===== config.mk =====
export PLATFORM = sky130hd
export DESIGN_NAME = signed_binary_to_decimal_ascii_flat
export DESIGN_NICKNAME = d
export VERILOG_FILES = /design/src/rtl/sbda_pkg.sv /design/src/rtl/sbda_if.sv /design/src/rtl/sbda_dabble.sv /design/src/rtl/signed_binary_to_decimal_ascii.sv /design/src/flat_wrapper.sv
export SDC_FILE = /design/constraint.sdc
export NUM_CORES = 1
export LEC_CHECK = 0
export BUFFER_PORTS_ARGS = -buffer_cell sky130_fd_sc_hd__buf_2
export CORE_MARGIN = 2
export CORE_UTILIZATION = 45
export DETAILED_ROUTE_END_ITERATION = 7
export GPL_TIMING_DRIVEN = 1
export PLACE_DENSITY = 0.75
export SLEW_MARGIN = 20
export SYNTH_ARGS = -nofsm -noshare
export SYNTH_HDL_FRONTEND = slang
export SYNTH_SLANG_ARGS = --single-unit
export TNS_END_PERCENT = 1

===== constraint.sdc =====
create_clock -name i_clk -period 5.3 [get_ports i_clk]
set_input_delay 0.53 -clock i_clk [delete_from_list [all_inputs] [get_ports i_clk]]
set_output_delay 0.53 -clock i_clk [all_outputs]
set_load 0.02 [all_outputs]

===== src/rtl/sbda_pkg.sv =====
// shared constants and state codes for the signed binary to decimal ascii converter
`default_nettype none

package sbda_pkg;

    localparam int MagW  = 64;
    localparam int DigN  = 20;
    localparam int BcdW  = 4 * DigN;
    localparam int BitCntW = $clog2(MagW);
    localparam int DigCntW = $clog2(DigN + 1);

    localparam logic [7:0] CharZero  = 8'd48;
    localparam logic [7:0] CharMinus = 8'd45;

    localparam logic [2:0] ST_IDLE = 3'd0;
    localparam logic [2:0] ST_CONV = 3'd1;
    localparam logic [2:0] ST_TRIM = 3'd2;
    localparam logic [2:0] ST_SIGN = 3'd3;
    localparam logic [2:0] ST_EMIT = 3'd4;

endpackage

`default_nettype wire


===== src/rtl/sbda_if.sv =====
// request channels: signed integer in, ascii character out
`default_nettype none

interface sbda_in_if;
    logic               valid;
    logic               ready;
    logic signed [63:0] value;

    modport source (output valid, output value, input ready);
    modport sink   (input valid, input value, output ready);
endinterface

interface sbda_out_if;
    logic       valid;
    logic       ready;
    logic [7:0] char_code;
    logic       last_char;

    modport source (output valid, output char_code, output last_char, input ready);
    modport sink   (input valid, input char_code, input last_char, output ready);
endinterface

`default_nettype wire


===== src/rtl/sbda_dabble.sv =====
// one shift-and-add-3 step over the whole bcd register
`default_nettype none

module sbda_dabble (
    input  wire logic [sbda_pkg::BcdW-1:0] i_bcd,
    input  wire logic                      i_bit,
    output logic      [sbda_pkg::BcdW-1:0] o_bcd
);

    logic [sbda_pkg::BcdW-1:0] adj;

    always_comb begin
        for (int d = 0; d < sbda_pkg::DigN; d++) begin
            if (i_bcd[4*d +: 4] >= 4'd5) begin
                adj[4*d +: 4] = i_bcd[4*d +: 4] + 4'd3;
            end else begin
                adj[4*d +: 4] = i_bcd[4*d +: 4];
            end
        end
    end

    assign o_bcd = {adj[sbda_pkg::BcdW-2:0], i_bit};

endmodule

`default_nettype wire


===== src/rtl/signed_binary_to_decimal_ascii.sv =====
// signed 64-bit integer to decimal ascii text, one character per output request
//
// input channel i_in carries one signed 64-bit value per request; output
// channel o_out carries one ascii character per request, most significant
// first, with last_char set on the final one. negative values start with
// '-'; zero gives a single '0'; no leading zeros; at most 20 characters.
// the magnitude is converted by a shared shift-and-add-3 step, one magnitude
// bit per cycle. leading zero digits are then dropped one per cycle (up to
// 19 of them), then one character is emitted per cycle while the receiver
// takes them. i_in.ready is high only while the sequencer is idle; the last
// character may still wait in the output register while the next value is
// accepted. a stall on o_out holds the sequencer in its sign or emit state
// with the character held steady. synchronous reset returns to idle and
// empties the output register.
`default_nettype none

module signed_binary_to_decimal_ascii (
    input  wire logic  i_clk,
    input  wire logic  i_rst_n,
    sbda_in_if.sink    i_in,
    sbda_out_if.source o_out
);

    logic [2:0]                         r_state, n_state;
    logic [sbda_pkg::MagW-1:0]          r_mag, n_mag;
    logic [sbda_pkg::BcdW-1:0]          r_bcd, n_bcd;
    logic [sbda_pkg::BitCntW-1:0]       r_bit_cnt, n_bit_cnt;
    logic [sbda_pkg::DigCntW-1:0]       r_dig_cnt, n_dig_cnt;
    logic                               r_neg, n_neg;
    logic                               r_oval, n_oval;
    logic [7:0]                         r_char, n_char;
    logic                               r_last, n_last;

    logic [sbda_pkg::BcdW-1:0]          step_bcd;
    logic                               out_free;
    logic [3:0]                         top_dig;

    sbda_dabble u_dabble (
        .i_bcd (r_bcd),
        .i_bit (r_mag[sbda_pkg::MagW-1]),
        .o_bcd (step_bcd)
    );

    assign out_free        = !r_oval || o_out.ready;
    assign top_dig         = r_bcd[sbda_pkg::BcdW-1 -: 4];
    assign i_in.ready      = (r_state == sbda_pkg::ST_IDLE);
    assign o_out.valid     = r_oval;
    assign o_out.char_code = r_char;
    assign o_out.last_char = r_last;

    always_comb begin
        n_state   = r_state;
        n_mag     = r_mag;
        n_bcd     = r_bcd;
        n_bit_cnt = r_bit_cnt;
        n_dig_cnt = r_dig_cnt;
        n_neg     = r_neg;
        n_oval    = r_oval;
        n_char    = r_char;
        n_last    = r_last;

        if (r_oval && o_out.ready) begin
            n_oval = 1'b0;
        end

        case (r_state)
            sbda_pkg::ST_IDLE: begin
                if (i_in.valid) begin
                    n_neg     = i_in.value[sbda_pkg::MagW-1];
                    n_mag     = i_in.value[sbda_pkg::MagW-1] ? 64'd0 - i_in.value
                                                             : i_in.value;
                    n_bcd     = '0;
                    n_bit_cnt = '0;
                    n_dig_cnt = sbda_pkg::DigCntW'(sbda_pkg::DigN);
                    n_state   = sbda_pkg::ST_CONV;
                end
            end
            sbda_pkg::ST_CONV: begin
                n_bcd     = step_bcd;
                n_mag     = {r_mag[sbda_pkg::MagW-2:0], 1'b0};
                n_bit_cnt = r_bit_cnt + 1'b1;
                if (r_bit_cnt == sbda_pkg::BitCntW'(sbda_pkg::MagW - 1)) begin
                    n_state = sbda_pkg::ST_TRIM;
                end
            end
            sbda_pkg::ST_TRIM: begin
                if (top_dig == 4'd0 && r_dig_cnt != sbda_pkg::DigCntW'(1)) begin
                    n_bcd     = {r_bcd[sbda_pkg::BcdW-5:0], 4'd0};
                    n_dig_cnt = r_dig_cnt - 1'b1;
                end else if (r_neg) begin
                    n_state = sbda_pkg::ST_SIGN;
                end else begin
                    n_state = sbda_pkg::ST_EMIT;
                end
            end
            sbda_pkg::ST_SIGN: begin
                if (out_free) begin
                    n_oval  = 1'b1;
                    n_char  = sbda_pkg::CharMinus;
                    n_last  = 1'b0;
                    n_state = sbda_pkg::ST_EMIT;
                end
            end
            sbda_pkg::ST_EMIT: begin
                if (out_free) begin
                    n_oval    = 1'b1;
                    n_char    = sbda_pkg::CharZero + {4'd0, top_dig};
                    n_last    = (r_dig_cnt == sbda_pkg::DigCntW'(1));
                    n_bcd     = {r_bcd[sbda_pkg::BcdW-5:0], 4'd0};
                    n_dig_cnt = r_dig_cnt - 1'b1;
                    if (r_dig_cnt == sbda_pkg::DigCntW'(1)) begin
                        n_state = sbda_pkg::ST_IDLE;
                    end
                end
            end
            default: begin
                n_state = sbda_pkg::ST_IDLE;
            end
        endcase
    end

    always_ff @(posedge i_clk) begin
        if (!i_rst_n) begin
            r_state <= sbda_pkg::ST_IDLE;
            r_oval  <= 1'b0;
        end else begin
            r_state <= n_state;
            r_oval  <= n_oval;
        end
    end

    always_ff @(posedge i_clk) begin
        r_mag     <= n_mag;
        r_bcd     <= n_bcd;
        r_bit_cnt <= n_bit_cnt;
        r_dig_cnt <= n_dig_cnt;
        r_neg     <= n_neg;
        r_char    <= n_char;
        r_last    <= n_last;
    end

endmodule

`default_nettype wire

===== src/flat_wrapper.sv =====
// flat-port wrapper written by rule: the top's interface ports become plain ports
module signed_binary_to_decimal_ascii_flat 
  (i_clk, i_rst_n, i_in_valid, i_in_value, i_in_ready, o_out_valid, o_out_char_code, o_out_last_char, o_out_ready);
  sbda_in_if i_in_i ();
  sbda_out_if o_out_i ();
  input  wire logic i_clk;
  input  wire logic i_rst_n;
  input wire logic [$bits(i_in_i.valid)-1:0] i_in_valid;
  input wire logic [$bits(i_in_i.value)-1:0] i_in_value;
  output wire logic [$bits(i_in_i.ready)-1:0] i_in_ready;
  output wire logic [$bits(o_out_i.valid)-1:0] o_out_valid;
  output wire logic [$bits(o_out_i.char_code)-1:0] o_out_char_code;
  output wire logic [$bits(o_out_i.last_char)-1:0] o_out_last_char;
  input wire logic [$bits(o_out_i.ready)-1:0] o_out_ready;
  assign i_in_i.valid = i_in_valid;
  assign i_in_i.value = i_in_value;
  assign i_in_ready = i_in_i.ready;
  assign o_out_valid = o_out_i.valid;
  assign o_out_char_code = o_out_i.char_code;
  assign o_out_last_char = o_out_i.last_char;
  assign o_out_i.ready = o_out_ready;
  signed_binary_to_decimal_ascii u_core (.i_clk(i_clk), .i_rst_n(i_rst_n), .i_in(i_in_i), .o_out(o_out_i));
endmodule

==> impl_results.md <==
* Status: completed
* Post-synth EDFFs at 162
* Prevailing post-synth register cell: edfxtp_1
* Die width at 155.9 µm
* Max FO, Critical Path at 6
* Final Setup Violations at 0
* Synth area leader: edfxtp_1
* Hold path cells at 2
* Synth Instances at 1,059
* WP data arrival at 2.99 ns
* Clock root buffer: clkbuf_16
* Register-to-Register Path Depth at 4
* Antenna violations before repair at 1
* DRT Pass-1 Iters at 5
* Startpoint class of the critical path: primary input
* Post-route clock skew at 0.01324 ns
* Hold Path Class: primary input to flop
* Hold Crit Start: i_rst_n
* Most frequent cells in the layout: 162 x edfxtp_1, 137 x o21ai_0, 127 x nand2_1, 92 x a21oi_1, 75 x buf_2
* Nets at 1,227
* Post-synthesis mux area share at 0.7233%
* Sequential Power Share at 43.2%
* Period utilization at 53.86%
* Worst-margin pin slew at 0.9647 ns
* Post-route insts no fill at 1,413
* Internal Pwr Total at 4.058 mW
* Synth cell types at 56
* Synth Area in Simple Gates at 17.23%
* Lkg Pwr at 4.156 nW
* Synth top area cells: edfxtp_1 47%, o21ai_0 6.6%, ha_1 5.4%
* Hold path endpoint: u_core.r_state[2]
* Global-route wire length before repair at 36,540 µm
* Reg2reg start: u_core.r_state[0]
* Ports at 79
* Vias after detailed routing at 7,961
* Critical path's slowest cell: nor4_1
* Maximum vdd drop at 0.3779 mV
* Sw frac at 39.76%
* NetSw at 2.678 mW
* F_max at 350.3 MHz
* CTS buffer count at 17
* Final Hold Vio Count at 0
* DR vias/cell at 5.634
* Cell Area, Synth at 10,380 µm²
* Dpl ws at 2.045 ns
* #FFs+latches synth at 166
* Ys Warns at 0
* Post-synthesis compound-gate area fraction at 17.49%
* Final Slew Violations at 0
* Die height at 155.9 µm
* Clock buffer depth at 2
* Share of layout cells above drive strength 1 at 13.49%
* Rows at 55
* Cell Chain, Critical Path: buf_2, or4_1, nor4_1, nand4_1, o41ai_2, xor2_1, a21oi_1
* CTS H-tree depth at 4
* Seq/Total Area, Yosys at 47.64%
* Power per cell area at 580.9 nW/µm²
* Slew Limit Headroom at 35.54%
* Clock Latency Late Sink at 0.42 ns
* Synth top area share at 46.87%
* DRC viols at 0
* Logic pwr share at 39.1%
* Dpl hpwl at 14,560 µm
* R2R setup slack at 2.46 ns
* Adder-Cell Fraction of Synth Area at 5.425%
* Tot GR Track Use at 18.28%
* Endpoint type of the worst setup path: flop
* CTS Hold Bufs at 0
* RSZ-0062 raised after global routing: no
* I/O Buffers at 75
* Placer Congestion at 0.8380
* Post-route setup slack at 2.446 ns
* Iter 0 DRT Violations at 569
* Core Box Area at 22,640 µm²
* DIE AREA at 24,290 µm²
* R2r endpoint: u_core.r_bcd[40]
* Clock power share at 17.7%
* Vias in the first global route at 7,588
* Crit Path Class: primary input to flop
* Max_cap viols at 0
* Fillers at 2,033
* Avg Cell Area, Syn at 9.800 µm²
* Largest family of logic cells by synthesized area: compound AO/OA/AOI/OAI gates
* Placed cells at 1,379
* Post-CTS Setup Bufs at 0
* Area Overhead vs Synth at 11.71%
* Largest stage delay on the critical path at 0.67 ns
* Util after Layout at 51.21%
* Post-CTS Resized at 0
* Pin count of the biggest net entering global routing at 72
* Routed Antenna Nets at 0
* Grt total ovfl at 0
* XOR/XNOR share of the synthesized area at 7.764%
* Power, Total at 6.735 mW
* Clock Pin Slew Worst Setup and Hold Paths at 0.06 ns
* CTS Sinks at 166
* Initial Utilization at 45.84%
* Sum Neg Setup Slack at 0 ns
* Commonest non-fill, non-tap cell in the layout: edfxtp_1
* Final Critical Period at 2.854 ns
* Critical path required time at 5.44 ns
* CTS tree: done
* DRT Wirelength at 21,810 µm
* Average routed wire per standard cell at 15.43 µm
* Synth async-reset ratio at 0%
## registers in the layout, summed over array words and instances (netlist names)
name	cells
u_core.r_state	3
u_core.r_dig_cnt	5
u_core.r_bit_cnt	6
u_core.r_bcd	80
u_core.o_out.char_code	5
u_core.o_out.valid	1
u_core.o_out.last_char	1
u_core.r_neg	1
u_core.r_mag	64
## synth_stat cells (3+ instances only)
master    instances
xnor2_1          29
buf_4             3
nand2_1         128
or4_4             6
nor3_1           12
and2_1            5
o21ai_1           7
o31ai_2           4
buf_1             6
mux2i_1           3
or3_1             8
nor2b_1          10
nand3_1           9
o41ai_2           6
nor4_1            5
nor2_1           70
a22oi_1           6
nand4_1           4
and3_1            4
edfxtp_1        162
o21ai_0         137
nor4_4            3
clkbuf_1         38
inv_1            48
nand2b_1         25
nor3b_1          30
mux2_2            4
xor2_1           63
or2_2             6
dfxtp_1           4
or4_1            11
o31ai_1          30
a21oi_1          93
ha_1             45
o41ai_1           8
## power groups by stage
stage          logic, mW  clock network (mW)  registers, mW
6_report            2.64                1.19           2.91
5_1_grt             3.00                1.26           3.00
4_1_cts             2.62                1.21           2.90
3_5_place_dp        2.59                   0           2.92
3_3_place_gp        2.49                   0           2.89
2_1_floorplan       2.03                   0           2.82
## area by class of cell
cell class	count	area (µm²)	area share [%]
Multi-Input combinational cell	798	5091	43.91
Clock buffer	18	429.2	3.702
Clock inverter	14	121.4	1.047
Inverter	48	180.2	1.554
Sequential cell	166	4945	42.65
Timing Repair Buffer	83	467.9	4.036
Tap cell	285	356.6	3.076
Antenna cell	1	2.502	0.02158
## how the worst max path moves through the flow
stage / start / end
final: i_in_value[34] / u_core.r_mag[51]
after CTS: u_core.r_state[0] / u_core.r_bcd[44]
after detailed placement: i_in_value[34] / u_core.r_mag[49]
after global routing: u_core.r_state[0] / u_core.r_bcd[40]
after global placement: i_in_value[34] / u_core.r_mag[43]
after floorplan: u_core.r_dig_cnt[0] / u_core.r_bcd[0]
## critical path: cells and delay by family
kind                      cells  cell delay (ns)
and+or+nand+nor               3             1.72
xor gates and xnor gates      1             0.18
buffers and inverters         1             0.11
AOI/OAI and AO/OA             2             0.45
## metal layers
layer | GRT usage, % | part of all wire [%] | vias up
met5 | 0 | 0 | -
met4 | 5.898 | 1.5 | 0
met3 | 4.306 | 5.4 | 28
met2 | 29.37 | 48 | 195
met1 | 24.55 | 45 | 3790
li1 | - | - | 3948
## per-stage QoR
| stage | cell area, µm² | hold WS [ns] |
|---|---|---|
| after floorplan | 10380 | 0.4963 |
| after global placement | 11010 | 0.5031 |
| after CTS | 11560 | 0.3467 |
| final | 11590 | 0.3606 |
| after global routing | 11590 | 0.3700 |
| after detailed placement | 11010 | 0.5081 |
## kinds of logic after synthesis
family          after synthesis
simple gates                343
compound gates              308
flops                       166
buf+inv                      96
xor+xnor                     92
fa+ha+maj                    45
mux                           7
other cells                   2
No activity file was read; power rests on OpenSTA's default activity.
